**src/hw/rtl/mms_pkg.sv**
```systemverilog
// ----------------------------------------------------------------------------
// mms_pkg
// Shared widths, codes and record types of the min/max stack.
// ----------------------------------------------------------------------------
package mms_pkg;

   localparam int STACK_DEPTH = 64;
   localparam int VALUE_BITS  = 32;
   localparam int ADDR_BITS   = $clog2(STACK_DEPTH);
   localparam int COUNT_BITS  = $clog2(STACK_DEPTH + 1);

   localparam logic [COUNT_BITS-1:0] COUNT_FULL = COUNT_BITS'(STACK_DEPTH);

   localparam logic OP_PUSH = 1'b0;
   localparam logic OP_POP  = 1'b1;

   typedef enum logic [1:0] {
      ERR_OK        = 2'd0,
      ERR_UNDERFLOW = 2'd1,
      ERR_OVERFLOW  = 2'd2
   } err_type;

   // one stack entry: the value and the running extremes down to the bottom
   typedef struct packed {
      logic signed [VALUE_BITS-1:0] value;
      logic signed [VALUE_BITS-1:0] min_v;
      logic signed [VALUE_BITS-1:0] max_v;
   } entry_type;

   typedef struct packed {
      logic                  wr_en;
      logic [ADDR_BITS-1:0]  wr_addr;
      entry_type             wr_data;
      logic                  rd_en;
      logic [ADDR_BITS-1:0]  rd_addr;
   } mem_req_type;

   typedef struct packed {
      logic signed [VALUE_BITS-1:0] top_value;
      logic signed [VALUE_BITS-1:0] min_value;
      logic signed [VALUE_BITS-1:0] max_value;
      logic                         is_empty;
      logic [COUNT_BITS-1:0]        depth;
      err_type                      error;
   } rsp_type;

endpackage

```
**src/hw/rtl/mms_ctrl.sv**
```systemverilog
// ----------------------------------------------------------------------------
// mms_ctrl
// Stack control: keeps the count and a copy of the top entry, writes pushes
// to the entry memory and refetches the new top after a pop.
// ----------------------------------------------------------------------------
module mms_ctrl
   import mms_pkg::*;
(
   input  logic                         clock,
   input  logic                         reset,
   input  logic                         req_valid,
   output logic                         req_stall,
   input  logic                         req_op,
   input  logic signed [VALUE_BITS-1:0] req_value,
   output mem_req_type                  mem_req,
   input  entry_type                    rd_data,
   input  logic                         res_full,
   output logic                         res_valid,
   output rsp_type                      res_data
);

   logic [COUNT_BITS-1:0] count_ff, count_in;
   entry_type             top_ff, top_in;
   logic                  busy_ff, busy_in;
   logic                  accept;
   err_type               err;
   logic [COUNT_BITS-1:0] below;
   entry_type             pushed;

   assign req_stall = busy_ff || res_full;
   assign accept    = req_valid && !req_stall;
   assign below     = count_ff - COUNT_BITS'(2);

   always_comb begin
      pushed.value = req_value;
      pushed.min_v = req_value;
      pushed.max_v = req_value;
      if (count_ff != '0) begin
         if ($signed(top_ff.min_v) < $signed(req_value)) begin
            pushed.min_v = top_ff.min_v;
         end
         if ($signed(req_value) < $signed(top_ff.max_v)) begin
            pushed.max_v = top_ff.max_v;
         end
      end
   end

   always_comb begin
      count_in  = count_ff;
      top_in    = top_ff;
      busy_in   = 1'b0;
      err       = ERR_OK;
      res_valid = 1'b0;
      mem_req   = '0;
      if (busy_ff) begin
         // refetched entry below the popped one becomes the top
         top_in    = rd_data;
         res_valid = 1'b1;
      end else if (accept) begin
         res_valid = 1'b1;
         unique case (req_op)
            OP_PUSH: begin
               if (count_ff == COUNT_FULL) begin
                  err = ERR_OVERFLOW;
               end else begin
                  mem_req.wr_en   = 1'b1;
                  mem_req.wr_addr = count_ff[ADDR_BITS-1:0];
                  mem_req.wr_data = pushed;
                  top_in          = pushed;
                  count_in        = count_ff + COUNT_BITS'(1);
               end
            end
            OP_POP: begin
               if (count_ff == '0) begin
                  err = ERR_UNDERFLOW;
               end else begin
                  count_in = count_ff - COUNT_BITS'(1);
                  if (count_ff != COUNT_BITS'(1)) begin
                     // hold the result until the new top is read back
                     mem_req.rd_en   = 1'b1;
                     mem_req.rd_addr = below[ADDR_BITS-1:0];
                     busy_in         = 1'b1;
                     res_valid       = 1'b0;
                  end
               end
            end
            default: begin
               err = ERR_OK;
            end
         endcase
      end
   end

   always_comb begin
      res_data.depth    = count_in;
      res_data.is_empty = (count_in == '0);
      res_data.error    = err;
      if (count_in == '0) begin
         res_data.top_value = '1;
         res_data.min_value = '1;
         res_data.max_value = '1;
      end else begin
         res_data.top_value = top_in.value;
         res_data.min_value = top_in.min_v;
         res_data.max_value = top_in.max_v;
      end
   end

   always_ff @(posedge clock) begin
      if (reset) begin
         count_ff <= '0;
         busy_ff  <= 1'b0;
      end else begin
         count_ff <= count_in;
         busy_ff  <= busy_in;
      end
      top_ff <= top_in;
   end

   a_busy_one_cycle: assert property (@(posedge clock) disable iff (reset)
      busy_ff |=> !busy_ff)
      else $error("pop refetch lasted more than one cycle");

   a_count_bound: assert property (@(posedge clock) disable iff (reset)
      count_ff <= COUNT_FULL)
      else $error("entry count beyond capacity");

   a_push_grows: assert property (@(posedge clock) disable iff (reset)
      (accept && (req_op == OP_PUSH) && (count_ff != COUNT_FULL))
      |=> (count_ff == $past(count_ff) + COUNT_BITS'(1)))
      else $error("push did not grow the stack");

endmodule

```
**config.mk**
```make
export PLATFORM = sky130hd
export DESIGN_NAME = mms_ctrl
export DESIGN_NICKNAME = d
export VERILOG_FILES = /design/src/hw/rtl/mms_pkg.sv /design/src/hw/rtl/mms_ctrl.sv
export SDC_FILE = /design/constraint.sdc
export NUM_CORES = 1
export LEC_CHECK = 0
export BUFFER_PORTS_ARGS = -buffer_cell sky130_fd_sc_hd__buf_2
export CELL_PAD_IN_SITES_DETAIL_PLACEMENT = 0
export CELL_PAD_IN_SITES_GLOBAL_PLACEMENT = 2
export CORE_MARGIN = 10
export CORE_UTILIZATION = 26
export CTS_CLUSTER_SIZE = 30
export DETAILED_ROUTE_END_ITERATION = 16
export GPL_ROUTABILITY_DRIVEN = 0
export PLACE_DENSITY_LB_ADDON = 0.1
export SLEW_MARGIN = 25
export SYNTH_ARGS = -nofsm -noshare
export SYNTH_HDL_FRONTEND = slang
export SYNTH_SLANG_ARGS = --single-unit
```
**constraint.sdc**
```tcl
create_clock -name clock -period 5.65 [get_ports clock]
set_input_delay 1.4125 -clock clock [delete_from_list [all_inputs] [get_ports clock]]
set_output_delay 1.4125 -clock clock [all_outputs]
set_load 0.03 [all_outputs]
```
* Word-level counts from Yosys, hierarchy flattened
Index checks and enable logic that the tools add are counted.
** Word-level totals
- Bits of input ports :: 133
- Register bits after elaboration :: 104
- Logic and storage cells :: 52
- Output and inout port bits :: 218
** Cells by class
- Equal/unequal tests :: 2
- Bitwise logic cells :: 2
- Order comparisons :: 2
- Add/sub/neg operators :: 3
- Mux-type cells :: 31
- Reductions and logical operators :: 7
** Operator list (number)
- $mux W96 :: 5
- $mux W110 :: 2
- $mux W103 :: 2
- $lt A32 B32 Y1 :: 2
- $mux W32 :: 2
- $mux W64 :: 1
- $mux W7 :: 7
- $logic_not A7 Y1 :: 2
- $pmux W7 S2 :: 1
- $add A7 B1 Y7 const B :: 1
- $eq A7 B7 Y1 const B :: 1
- $mux W1 :: 7
- $ne A7 B1 Y1 const B :: 1
- $reduce_bool A7 Y1 :: 1
- $sub A7 B1 Y7 const B :: 1
- $mux W2 :: 3
- $sub A6 B2 Y6 const B :: 1
- $reduce_or A5 Y1 :: 1
- $pmux W2 S2 :: 1
- $not A1 Y1 :: 2
- $logic_and A1 B1 Y1 :: 1
- $logic_not A1 Y1 :: 1
- $logic_or A1 B1 Y1 :: 1

* Logic depth before layout (Yosys ltp)
- Depth after elaboration :: 8
- Depth in mapped cells :: 12
- Depth with buffers taken out :: 11

* Least setup slack after synthesis
Ideal clock, no wire load.
- Kind :: input to output
- Start point :: input port req_value[11]
- End point :: output port mem_req[41] (netlist name)
- Slack :: -0.023 ns
- Data required time :: 4.238 ns
- Arrival :: 4.260 ns
- Path buffers :: 2
- Cell stages on the path :: 11
- Path through :: inv_1 ha_1 a21oi_1 o21ai_1 a221o_1 o311a_1 o21a_1 or3_1 clkbuf_1 buf_2 o31ai_1
** RTL lines
- start: declaration :: line mms_ctrl.sv:14 : input logic signed [VALUE_BITS-1:0] req_value,
- end: declaration :: line mms_ctrl.sv:15 : output mem_req_type mem_req,

==> results.json <==
{
  "io_buffer_count": 350,
  "worst-path-stages": 12,
  "r2r-end": "top_ff[35]",
  "fin_util": 0.4021,
  "skew_ps": 12.56,
  "path_max_fanout": 7,
  "startpoint": "req_value[25]",
  "whs_ps": 509.4,
  "async_reset_ff_frac": 0,
  "start_util": 0.2654,
  "place.detailed.hpwl_um": 33550,
  "dp_cells": 2001,
  "cts_tree": "yes",
  "clk_latency_ps": 390,
  "cts-root-buf": "clkbuf_16",
  "min_period_ps": 5584,
  "synth_area_um2": 8701,
  "fmax_ghz": 0.1791,
  "final_hold_viol_count": 0,
  "grt_max_degree": 71,
  "area_growth_pct": 51.51,
  "setup_violations": 0,
  "cts_sinks": 104,
  "power_leakage_uw": 0.006007,
  "fin_setup_tns_ps": 0,
  "syn_avg_cell_area_um2": 7.167,
  "netlist.area_leader.share": 0.2393,
  "relSlewSlack": 0.3767,
  "track_usage": 0.2038,
  "grt_pass1_wl_um": 65020,
  "avgViaCountPerCell": 5.093,
  "r2r_setup_slack_ps": 1840,
  "antenna_found_initial": 5,
  "clockBufferDepth": 2,
  "die_h_um": 202.9,
  "required_ps": 4240,
  "maxSlewViolCount": 0,
  "cp-end-kind": "output port",
  "ys_ff_latch": 104,
  "ios": 351,
  "ys_types": 58,
  "reg2reg_from": "count_ff[1]",
  "grt_overflow": 0,
  "yosys-top-cells-area": "dfxtp_1, ha_1, inv_1",
  "fin_cells": 2042,
  "worst_pin_slew_ps": 932.7,
  "synth.most_common_cell": "inv_1",
  "min_path_cells": 1,
  "ys.flop_type": "dfxtp_1",
  "max_cap_viol_count": 0,
  "synth_warnings": 0,
  "path_clk_slew_ps": 80,
  "numCtsBuffers": 9,
  "rows": 66,
  "wl_per_cell_um": 22.03,
  "wl_um": 44990,
  "crit_family": "compound AO/OA/AOI/OAI gates",
  "drtPass1Iterations": 5,
  "start_kind": "primary input",
  "crit_path_end": "mem_req[41]",
  "netlist_top_cells_count": "inv_1, nor2_1, o21ai_0",
  "drtAntennaViolNets": 0,
  "drc": 0,
  "final.period_utilization": 0.9884,
  "layout-drive-gt1-share": 0.3668,
  "drt_iter0_drc": 506,
  "grt_pass1_vias": 10250,
  "synth_top_cell_by_area": "dfxtp_1",
  "num_vias": 10400,
  "cp_num_buf_inv": 4,
  "vdd_ir_drop_max_mv": 0.2071,
  "outcome": "complete, no violations",
  "final_nets": 1793,
  "dpl-instance-area_um2": 11540,
  "critical-path-slowest-cell": "or3_4",
  "synth_edf_count": 0,
  "reg2reg_depth": 10,
  "final_area_um2": 13180,
  "netlist_instances": 1214,
  "die-width_um": 202.9,
  "hp-class": "reg -> reg",
  "htreeDepth": 3,
  "slowest_delay_ps": 480,
  "die_area_um2": 41180,
  "cellPowerDensity_nw_per_um2": 496.0,
  "cp.arrival_ps": 4170,
  "crit_chain": "buf_2 > inv_1 > ha_1 > a21oi_1 > nor2_1 > a211oi_1 > o211ai_1 > o21a_4 > or3_4 > clkbuf_16 > o31ai_4 > buf_6",
  "coreArea_um2": 32780,
  "syn-num-nets": 1417,
  "worstSetupPathType": "in -> out",
  "rsz0062_at_grt": "true",
  "cts_hold_buf": 0,
  "yosysSeqAreaShare": 0.2393
}
==> registers in the layout, indices dropped and copies added (netlist names) <==
name and cells:
count_ff 7, top_ff 96, busy_ff 1
==> metal layers <==
layer  track usage  part of all wire  wire length (um)  up-vias
met5             0           0.00029                13        -
met4       0.05516             0.015               653        2
met2        0.3286              0.47             21330      310
met3       0.05700             0.071              3213       32
met1        0.2604              0.44             19770     4940
li1              -                 -                 -     5116
==> placed cells by master (no fill, tap or decap), types with 4 or more instances in the layout <==
cell type  instances
o31ai_4           30
nor2b_1            8
ha_4               6
nand2b_1          66
diode_2            5
a211oi_1           6
buf_2            288
ha_1              64
mux2i_1           33
and3_1             5
o311ai_0          32
inv_1            159
a21oi_1           57
nand3_1            8
buf_4            127
buf_12            20
nand2_1           87
nor2_1           116
o31ai_1            7
inv_4              4
buf_6             10
o31ai_2           29
a32oi_1           61
clkbuf_4           6
clkbuf_16         13
dfxtp_1          103
nor3_1             7
o21ai_0          107
nand4_1           14
inv_2              4
a31oi_1           36
==> worst min-delay path by stage <==
| stage | start | endpoint |
|---|---|---|
| final | top_ff[95] | top_ff[95] |
| after detailed placement | top_ff[95] | top_ff[95] |
| after CTS | top_ff[95] | top_ff[95] |
| after global placement | top_ff[95] | top_ff[95] |
| after global routing | top_ff[95] | top_ff[95] |
| after floorplan | top_ff[95] | top_ff[95] |
==> cell type report <==
class	count	area, um2
Inverter	169	649.4
Clock inverter	4	76.32
Fill cell	3604	19600
Antenna cell	5	12.51
Multi-Input combinational cell	847	6411
Tap cell	442	553.0
Clock buffer	12	256.5
Sequential cell	104	2086
Timing Repair Buffer	459	3138
==> where the power goes <==
group / switching, uW / leakage (uW) / internal (uW)
Clock: 345 / 0.000159 / 415
Sequential: 255 / 0.000873 / 1050
Combinational: 2800 / 0.00498 / 1680
==> timing repair <==
item | 4_1_cts | 5_1_grt
resized for setup | 83 | 138
buffers inserted | 2 | 12
endpoints found under the setup margin | 64 | 82
endpoints found under the hold margin | 0 | 0
cloned | 1 | 5
pin swaps | 5 | 25
==> cell families (layout without fill, tap and decap cells) <==
| family | count (synthesis) | in the layout | share of synthesized area |
|---|---|---|---|
| xor+xnor | 3 | 3 | 0.003020 |
| mux | 33 | 33 | 0.03796 |
| other cells | 0 | 5 | 0 |
| fa+ha+maj | 70 | 70 | 0.1007 |
| compound gates | 401 | 401 | 0.3112 |
| buf+inv | 263 | 644 | 0.1169 |
| flops | 104 | 104 | 0.2393 |
| simple gates | 340 | 340 | 0.1910 |
==> per-stage QoR <==
stage / total power (uW) / setup slack [ps]
detailed placement: 5095 / -446.4
CTS: 6073 / -48.00
global placement: 5110 / -347.6
global route: 6973 / -20.46
finish: 6538 / 65.68
floorplan: 3675 / -22.53
Power figures use the tool's default switching activity.
