==> src/hw/rtl/mms_pkg.sv <==
// ----------------------------------------------------------------------------
// mms_pkg
// Shared widths, codes and record types of the min/max stack.
// ----------------------------------------------------------------------------
package mms_pkg;

   localparam int STACK_DEPTH = 64;
   localparam int VALUE_BITS  = 32;
   localparam int ADDR_BITS   = $clog2(STACK_DEPTH);
   localparam int COUNT_BITS  = $clog2(STACK_DEPTH + 1);

   localparam logic [COUNT_BITS-1:0] COUNT_FULL = COUNT_BITS'(STACK_DEPTH);

   localparam logic OP_PUSH = 1'b0;
   localparam logic OP_POP  = 1'b1;

   typedef enum logic [1:0] {
      ERR_OK        = 2'd0,
      ERR_UNDERFLOW = 2'd1,
      ERR_OVERFLOW  = 2'd2
   } err_type;

   // one stack entry: the value and the running extremes down to the bottom
   typedef struct packed {
      logic signed [VALUE_BITS-1:0] value;
      logic signed [VALUE_BITS-1:0] min_v;
      logic signed [VALUE_BITS-1:0] max_v;
   } entry_type;

   typedef struct packed {
      logic                  wr_en;
      logic [ADDR_BITS-1:0]  wr_addr;
      entry_type             wr_data;
      logic                  rd_en;
      logic [ADDR_BITS-1:0]  rd_addr;
   } mem_req_type;

   typedef struct packed {
      logic signed [VALUE_BITS-1:0] top_value;
      logic signed [VALUE_BITS-1:0] min_value;
      logic signed [VALUE_BITS-1:0] max_value;
      logic                         is_empty;
      logic [COUNT_BITS-1:0]        depth;
      err_type                      error;
   } rsp_type;

endpackage

==> src/hw/rtl/mms_rsp_fifo.sv <==
// ----------------------------------------------------------------------------
// mms_rsp_fifo
// Two-beat result buffer: an output register plus a skid register, so the
// stack keeps taking requests while one result waits downstream.
// ----------------------------------------------------------------------------
module mms_rsp_fifo
   import mms_pkg::*;
(
   input  logic    clock,
   input  logic    reset,
   input  logic    in_valid,
   input  rsp_type in_data,
   output logic    full,
   output logic    out_valid,
   input  logic    out_stall,
   output rsp_type out_data
);

   logic [1:0] occ_ff, occ_in;
   rsp_type    head_ff, head_in;
   rsp_type    skid_ff, skid_in;
   logic       out_pop;

   always_comb begin
      out_pop = (occ_ff != 2'd0) && !out_stall;
      occ_in  = occ_ff;
      head_in = head_ff;
      skid_in = skid_ff;
      if (out_pop) begin
         // advance the skid beat into the output register
         head_in = skid_ff;
         occ_in  = occ_in - 2'd1;
      end
      if (in_valid) begin
         if (occ_in == 2'd0) begin
            head_in = in_data;
         end else begin
            skid_in = in_data;
         end
         occ_in = occ_in + 2'd1;
      end
   end

   always_ff @(posedge clock) begin
      if (reset) begin
         occ_ff <= 2'd0;
      end else begin
         occ_ff <= occ_in;
      end
      head_ff <= head_in;
      skid_ff <= skid_in;
   end

   assign full      = (occ_ff == 2'd2);
   assign out_valid = (occ_ff != 2'd0);
   assign out_data  = head_ff;

   a_no_overrun: assert property (@(posedge clock) disable iff (reset)
      !(in_valid && (occ_ff == 2'd2) && !out_pop))
      else $error("result buffer overrun");

endmodule

==> config.mk <==
export PLATFORM = sky130hd
export DESIGN_NAME = mms_rsp_fifo
export DESIGN_NICKNAME = d
export VERILOG_FILES = /design/src/hw/rtl/mms_pkg.sv /design/src/hw/rtl/mms_rsp_fifo.sv
export SDC_FILE = /design/constraint.sdc
export NUM_CORES = 1
export LEC_CHECK = 0
export BUFFER_PORTS_ARGS = -buffer_cell sky130_fd_sc_hd__buf_2
export CAP_MARGIN = 40
export CORE_ASPECT_RATIO = 0.8
export CORE_MARGIN = 2
export CORE_UTILIZATION = 45
export DETAILED_ROUTE_END_ITERATION = 16
export GPL_ROUTABILITY_DRIVEN = 0
export PLACE_DENSITY = 0.75
export SLEW_MARGIN = 15
export SYNTH_ARGS = -nofsm -noshare
export SYNTH_HDL_FRONTEND = slang
export SYNTH_SLANG_ARGS = --single-unit
==> constraint.sdc <==
create_clock -name clock -period 8.3 [get_ports clock]
set_input_delay 0.83 -clock clock [delete_from_list [all_inputs] [get_ports clock]]
set_output_delay 0.83 -clock clock [all_outputs]
set_load 0.02 [all_outputs]
# After elaboration in Yosys (flattened, before gate mapping)
# Index checks and enable logic that the tools add are counted.
# Widths: inputs -> output; s select.
totals:
  wordCells: 27
  inputBits: 110
  regBits: 214
  output_inout_bits: 108
classes:
  n_reduce_logical: 5
  addsub: 2
  n_eq_ne: 1
  muxes: 5
  bitwise_logic: 1
ops:
  columns: ["operator", "n"]
  rows:
  - ["$mux 106", 3]
  - ["$mux 2", 2]
  - ["$add 2x1->2 const B", 1]
  - ["$eq 2x2->1 const B", 1]
  - ["$logic_not 2->1", 1]
  - ["$reduce_and 2->1", 1]
  - ["$reduce_bool 2->1", 1]
  - ["$sub 2x1->2 const B", 1]
  - ["$logic_and 1x1->1", 1]
  - ["$logic_not 1->1", 1]
  - ["$not 1->1", 1]

# Longest topological paths before layout
# Gate-level depths: netlist of the first run.
depth:
  word_depth: 6
  depth_mapped: 11
  ltp_nobuf: 8

# Least setup slack after synthesis of the first run
# OpenSTA, ideal clock, no wires.
synth_timing:
  kind: "input port to flip-flop"
  start: "input out_stall"
  end: "register skid_ff[0] in the netlist's numbering, enable pin"
  required_time_ns: 7.728
  slack_ns: 1.731
  setup_time_ns: 0.572
  n_path_buf: 0
  t_arrival_ns: 5.997
  cell_stages: 4
  cell_sequence: "nor2_4 -> mux2_2 -> ha_1 -> nor2_1"
synth_via:
  elab_chain_cells: 6
synth_rtl:
  columns: ["element", "line", "source"]
  rows:
  - ["start, declared", "mms_rsp_fifo.sv:15", "input logic out_stall,"]
  - ["$logic_not 1->1", "mms_rsp_fifo.sv:25", "out_pop = (occ_ff != 2'd0) && !out_stall;"]
  - ["$logic_and 1x1->1", "mms_rsp_fifo.sv:25", null]
  - ["$mux 2", "mms_rsp_fifo.sv:29", "if (out_pop) begin"]
  - ["$logic_not 2->1", "mms_rsp_fifo.sv:35", "if (occ_in == 2'd0) begin"]
  - ["$not 1->1 (no source line)", null, null]
  - ["$reduce_and 2->1 (no source line)", null, null]
  - ["end signal, assigned", "mms_rsp_fifo.sv:51", "skid_ff <= skid_in;"]
  - ["end, declared", "mms_rsp_fifo.sv:21", "rsp_type skid_ff, skid_in;"]
# Every way passes these cells.
# A chain may end at the register's enable or synchronous reset.

==> impl_metrics.csv, run 1 <==
group,metric,value,unit
hold_path,hold_start,"skid_ff[102]",
synthesis,yosysUniqueCellTypes,20,
power_and_ir_drop,powerDensity,399,mW/mm^2
grt,grt_overflow,0,
grt,grt_max_degree,109,
clock_tree,clock_path_buffers,3,
timing,layout_worst_path_cycle_share,0.498,
die,start_util,0.461,
worst_setup_path,crit_chain,"inv_1 > ha_1 > nor2_4 > buf_12 > xnor2_1 > ha_1 > and2_4 > buf_4 > buf_4 > o21ai_0",
detailed_routing,wl_per_cell,15.0,microns
timing,tightest_slew,0.788,ns
grt,grt_pass1_wl,24000,microns
timing,hold_ws,0.508,ns
power_and_ir_drop,cell_internal_pwr,2.52,mW
finish,layout.cells.non_filler,1032,
run_status,status,"finished, final reports clean",
timing,setup_viol,0,
synthesis,ys_seq_area_frac,0.695,
detailed_routing,ant_nets,0,
grt,track_usage,0.165,
worst_setup_path,cp_num_buf_inv,4,
synthesis,synth_cells,583,
power_and_ir_drop,swShare,0.345,
timing,max_freq,242,MHz
grt,antenna_found_initial,1,
worst_setup_path,arrival,4.48,ns
detailed_routing,vias,4959,
clock_tree,cts-resized-gates,0,
detailed_routing,first_iter_violations,247,
die,die_y,121,microns
timing,tns,0,ns
synthesis,ys_ff_latch,214,
placement,hpwl,10100,microns
worst_setup_path,startpoint_type,"flip-flop",
synthesis,avgSynthCellArea,13.2,sq um
timing,hold_violations,0,
die,rows,42,
worst_setup_path,crit_start,"occ_ff[0]",
worst_setup_path,cp_top_family,"buffers and inverters",
clock_tree,clk_latency,0.49,ns
clock_tree,hold_buffers,0,
worst_setup_path,cp_max_fo,108,
hold_path,min_path_type,"reg2reg",
worst_setup_path,r2r_start,"occ_ff[0]",
clock_tree,cts_tree,"yes",
finish,area_delta_synth_final,25.4,%
power_and_ir_drop,p_switching,1.33,mW
worst_setup_path,cpMaxStageDelayCell,"buf_4",
worst_setup_path,crit_type,"reg2reg",
finish,layout_common_cells,"buf_2, dfxtp_1, mux2i_1, nand2_1, edfxtp_1",
clock_tree,cts-htree-levels,1,
die,core_area,0.0167,sq mm
placement,numPortBuffers,217,
detailed_routing,route.detailed.drc,0,
timing,slew_violations,0,
clock_tree,post_cts_buffers,0,
timing,min_period,4.14,ns
worst_setup_path,required,8.64,ns
clock_tree,clkSlewWorstSetupHoldPaths,0.06,ns
power_and_ir_drop,pwr-share-clk,0.254,
power_and_ir_drop,ir_worst_vdd,0.000238,V
synthesis,yosys_warnings,0,
timing,rsz0062_at_grt,"no",
synthesis,netlist_area,0.00769,sq mm
power_and_ir_drop,p_leak,3.89,nW
detailed_routing,first_pass_iters,4,
clock_tree,numClockSinks,214,
power_and_ir_drop,power,3.85,mW
detailed_routing,wl,15500,microns
finish,final_common_cell,"buf_2",
die,num_io_pins,218,
power_and_ir_drop,seqPwrFrac,0.430,
power_and_ir_drop,combinationalPowerShare,0.316,
worst_setup_path,end_kind,"flip-flop",
job,maxCapViolCount,0,
worst_setup_path,crit_path_max_incr_delay,0.67,ns
detailed_routing,vias_per_cell,4.81,
clock_tree,cts-root-buf,"clkbuf_16",
die,dieWidth,150,microns
grt,grt_pass1_vias,4723,
die,dieArea,0.0182,sq mm
worst_setup_path,reg2reg_slack,4.16,ns
clock_tree,cts_inserted_buffers,22,
timing,slew_headroom,0.475,
finish,drive_above_1_share,0.318,
finish,fin_nets,909,
synthesis,synth_nets,696,
timing,fin_worst_skew,0.00866,ns
placement,dp_cells,992,
cells in the mapped netlist:
| cell | n | area (sq um) |
|---|---|---|
| dfxtp_1 | 108 | 2160 |
| edfxtp_1 | 106 | 3180 |
| mux2i_1 | 106 | 1060 |
| nand2_1 | 106 | 398 |
| o21ai_0 | 66 | 330 |
| o21ai_1 | 40 | 200 |
| buf_4 | 15 | 113 |
| clkbuf_1 | 10 | 37.5 |
| buf_6 | 5 | 56.3 |
| inv_1 | 4 | 15.0 |
| nor2_1 | 4 | 15.0 |
| buf_2 | 3 | 15.0 |
| ha_1 | 3 | 37.5 |
| a211oi_1 | 1 | 7.51 |
| and2_0 | 1 | 6.26 |
| clkbuf_4 | 1 | 7.51 |
| mux2_1 | 1 | 11.3 |
| mux2_2 | 1 | 11.3 |
| nor2_4 | 1 | 11.3 |
| xnor2_1 | 1 | 8.76 |
final timing paths:
kind | to | depth (start not counted)
worst min register to register | out_data[102] | 2
worst max register to register | out_data[63] | 10
worst min-delay path | out_data[102] | 2
worst max-delay path | out_data[63] | 10
layout make-up:
cell class | count | area [sq um]
Tap cell | 220 | 275
Clock inverter | 10 | 100
Timing Repair Buffer | 223 | 1170
Fill cell | 1356 | 7020
Antenna cell | 1 | 2.50
Multi-Input combinational cell | 331 | 2110
Sequential cell | 214 | 5350
Clock buffer | 29 | 628
Inverter | 4 | 15.0
per-layer routing:
| layer | track usage | share of wire | up-vias |
|---|---|---|---|
| met4 | 0.0519 | 0.027 | 0 |
| met1 | 0.228 | 0.45 | 2283 |
| met5 | 0 | 0 | - |
| li1 | - | - | 2494 |
| met2 | 0.255 | 0.45 | 157 |
| met3 | 0.0432 | 0.070 | 25 |
worst register-to-register path: stages, from the launching register on:
cell	delay, ns
dfxtp_1	0.35
inv_1	0.07
ha_1	0.24
nor2_4	0.13
buf_12	0.58
xnor2_1	0.27
ha_1	0.28
and2_4	0.56
buf_4	0.60
buf_4	0.67
o21ai_0	0.23
flip-flops by register name, indices dropped and copies added (netlist names):
signal / flops
occ_ff: 2
out_data: 106
skid_ff: 106
power by group through the flow:
stage | combinational (mW) | clock, mW | sequential, mW
2_1_floorplan | 0.483 | 0 | 2.00
3_3_place_gp | 1.20 | 0 | 1.67
3_5_place_dp | 1.23 | 0 | 1.68
4_1_cts | 1.23 | 0.998 | 1.66
5_1_grt | 1.33 | 1.05 | 1.70
6_report | 1.21 | 0.976 | 1.65
through the flow:
step	utilization	worst slack (ns)	area, sq um
after floorplan	-	1.73	7690
after global placement	0.533	3.86	8870
after detailed placement	0.535	3.76	8910
after CTS	0.579	4.01	9640
after global routing	0.579	3.71	9640
final	0.579	4.16	9640
cells by family (layout without fill, tap and decap cells):
| family | Yosys count | count (layout) | synth area share |
|---|---|---|---|
| DFF | 214 | 214 | 0.695 |
| xor gates and xnor gates | 1 | 1 | 0.00114 |
| and+or+nand+nor | 112 | 112 | 0.0560 |
| AOI/OAI and AO/OA | 107 | 107 | 0.0700 |
| muxes | 108 | 108 | 0.141 |
| other | 0 | 1 | 0 |
| adders and majority gates | 3 | 3 | 0.00488 |
| buffers and inverters | 38 | 266 | 0.0317 |
(Power assumes the default switching activity.)
==> inputs of run 2 (changes only) <==
==> constraint.sdc (replaced) <==
create_clock -name clock -period 4.1 [get_ports clock]
set_input_delay 0.41 -clock clock [delete_from_list [all_inputs] [get_ports clock]]
set_output_delay 0.41 -clock clock [all_outputs]
set_load 0.02 [all_outputs]
==> impl_metrics.csv, run 2 (same netlist as run 1, synthesis figures left out) <==
group,metric,value,unit
run_status,status,"finished, final reports clean",
hold_path,hold_start,"reset",
clock_tree,hold_buffers,0,
grt,track_usage,0.164,
placement,hpwl,10200,microns
job,maxCapViolCount,0,
timing,slew_violations,0,
worst_setup_path,timing.rr.end,"out_data[89]",
die,num_io_pins,218,
worst_setup_path,r2r_start,"occ_ff[0]",
clock_tree,clkSlewWorstSetupHoldPaths,0.06,ns
die,rows,42,
worst_setup_path,reg2reg_slack,1.43,ns
detailed_routing,highest_layer,"met4",
hold_path,hold_path_depth,2,
die,die_y,121,microns
timing,tightest_slew,0.779,ns
clock_tree,post_cts_buffers,0,
grt,grt_overflow,0,
hold_path,min_path_type,"in2reg",
finish,fin_nets,911,
timing,hold_violations,0,
clock_tree,cts-htree-levels,1,
detailed_routing,route.met2.wl,7050,microns
worst_setup_path,startpoint_type,"flip-flop",
clock_tree,cts_tree,"yes",
detailed_routing,route.detailed.drc,0,
worst_setup_path,arrival,3.08,ns
grt,grt_max_degree,80,
power_and_ir_drop,power,7.68,mW
power_and_ir_drop,p_leak,3.88,nW
detailed_routing,first_pass_iters,4,
detailed_routing,first_iter_violations,282,
power_and_ir_drop,ir_worst_vdd,0.000429,V
clock_tree,cts-resized-gates,0,
finish,layout.cells.non_filler,1034,
finish,utilization,0.577,
worst_setup_path,end_kind,"flip-flop",
clock_tree,clk_latency,0.49,ns
grt,grt_pass1_vias,4671,
worst_setup_path,ff2ff_path_depth,9,
die,core_area,0.0167,sq mm
die,dieArea,0.0182,sq mm
clock_tree,cts_inserted_buffers,21,
power_and_ir_drop,powerDensity,800,mW/mm^2
clock_tree,clock_path_buffers,3,
worst_setup_path,cp_max_fo,79,
hold_path,hold_end,"occ_ff[1]",
finish,n_fill_cell,1375,
timing,tns,0,ns
detailed_routing,vias,4995,
timing,setup_viol,0,
grt,antenna_found_initial,0,
timing,rsz0062_at_grt,"no",
detailed_routing,ant_nets,0,
placement,placed_cell_area,0.00892,sq mm
die,start_util,0.461,
detailed_routing,dr_wl_met3,1060,microns
worst_setup_path,required,4.51,ns
detailed_routing,wl,15400,microns
finish,area_delta_synth_final,24.9,%
clock_tree,numClockSinks,214,
finish,final_common_cell,"buf_2",
placement,dp_cells,995,
grt,grt_pass1_wl,23700,microns
finish,finalInstanceArea,0.00960,sq mm
timing,max_freq,375,MHz
timing,fin_worst_skew,0.00820,ns
detailed_routing,vias_per_cell,4.83,
timing,slew_headroom,0.481,
timing,min_period,2.67,ns
detailed_routing,drt-met1-wl,6840,microns
die,dieWidth,150,microns
finish,layout_common_cells,"buf_2, dfxtp_1, mux2i_1, nand2_1, edfxtp_1",
finish,drive_above_1_share,0.322,
worst_setup_path,crit_type,"reg2reg",
placement,numPortBuffers,217,
timing,layout_worst_path_cycle_share,0.651,
detailed_routing,wl_per_cell,14.9,microns
clock_tree,cts-root-buf,"clkbuf_16",
## run 2: changes by cell type in the layout (fill, tap and decap cells not counted)
cell       previous run  this run
clkbuf_16            23        21
buf_4                 3         7
bufinv_16             2         1
clkinv_2              2         3
inv_6                 0         2
clkbuf_8              3         5
clkinv_1              5         0
inv_8                 1         0
buf_12                3         2
clkbuf_1              3         6
## run 2: metrics by stage
step	worst slack, ns	hold WS (ns)
final	1.43	0.101
after global routing	1.16	0.0827
after CTS	1.44	0.0843
after detailed placement	1.45	0.503
after global placement	1.53	0.489
after floorplan	0.702	0.483
## run 2: routing by layer
metal  global-route usage  vias to the layer above
met3               0.0421                       24
met5                    0                        -
met1                0.216                     2331
li1                     -                     2498
met2                0.266                      142
met4               0.0531                        0
## run 2: how the worst max path moves through the flow
stage / from / endpoint / slack [ns] / cells after the start
after floorplan: occ_ff[0] / skid_ff[0] / 0.70 / 6
after global placement: occ_ff[0] / out_data[61] / 1.53 / 8
after detailed placement: occ_ff[0] / out_data[61] / 1.45 / 8
after CTS: occ_ff[0] / out_data[61] / 1.44 / 8
after global routing: occ_ff[0] / out_data[61] / 1.16 / 8
final: occ_ff[0] / out_data[89] / 1.43 / 9
## run 2: cell type report
type | count | area, sq um | area share
inverters | 4 | 15.0 | 0.00156
clock inverters | 6 | 62.6 | 0.00651
multi-input cells | 331 | 2110 | 0.220
clock buffers | 32 | 617 | 0.0642
diodes | 1 | 2.50 | 0.000261
well taps | 220 | 275 | 0.0287
repair buffers | 226 | 1180 | 0.123
flip-flops and latches | 214 | 5350 | 0.557
## run 2: power by group
group	switching (mW)	leakage (nW)	internal (mW)	total, mW
Clock	0.771	0.337	1.10	1.88
Sequential	0.312	1.91	3.04	3.35
Combinational	1.59	1.63	0.865	2.46
## run 2: worst max-delay path, stage by stage, from the launching register on
cell     delay (ns)
dfxtp_1        0.34
inv_1          0.06
ha_1           0.23
nor2_4         0.15
xnor2_1        0.18
ha_1           0.27
and2_4         0.64
buf_4          0.43
nand2_1        0.10
o21ai_1        0.10
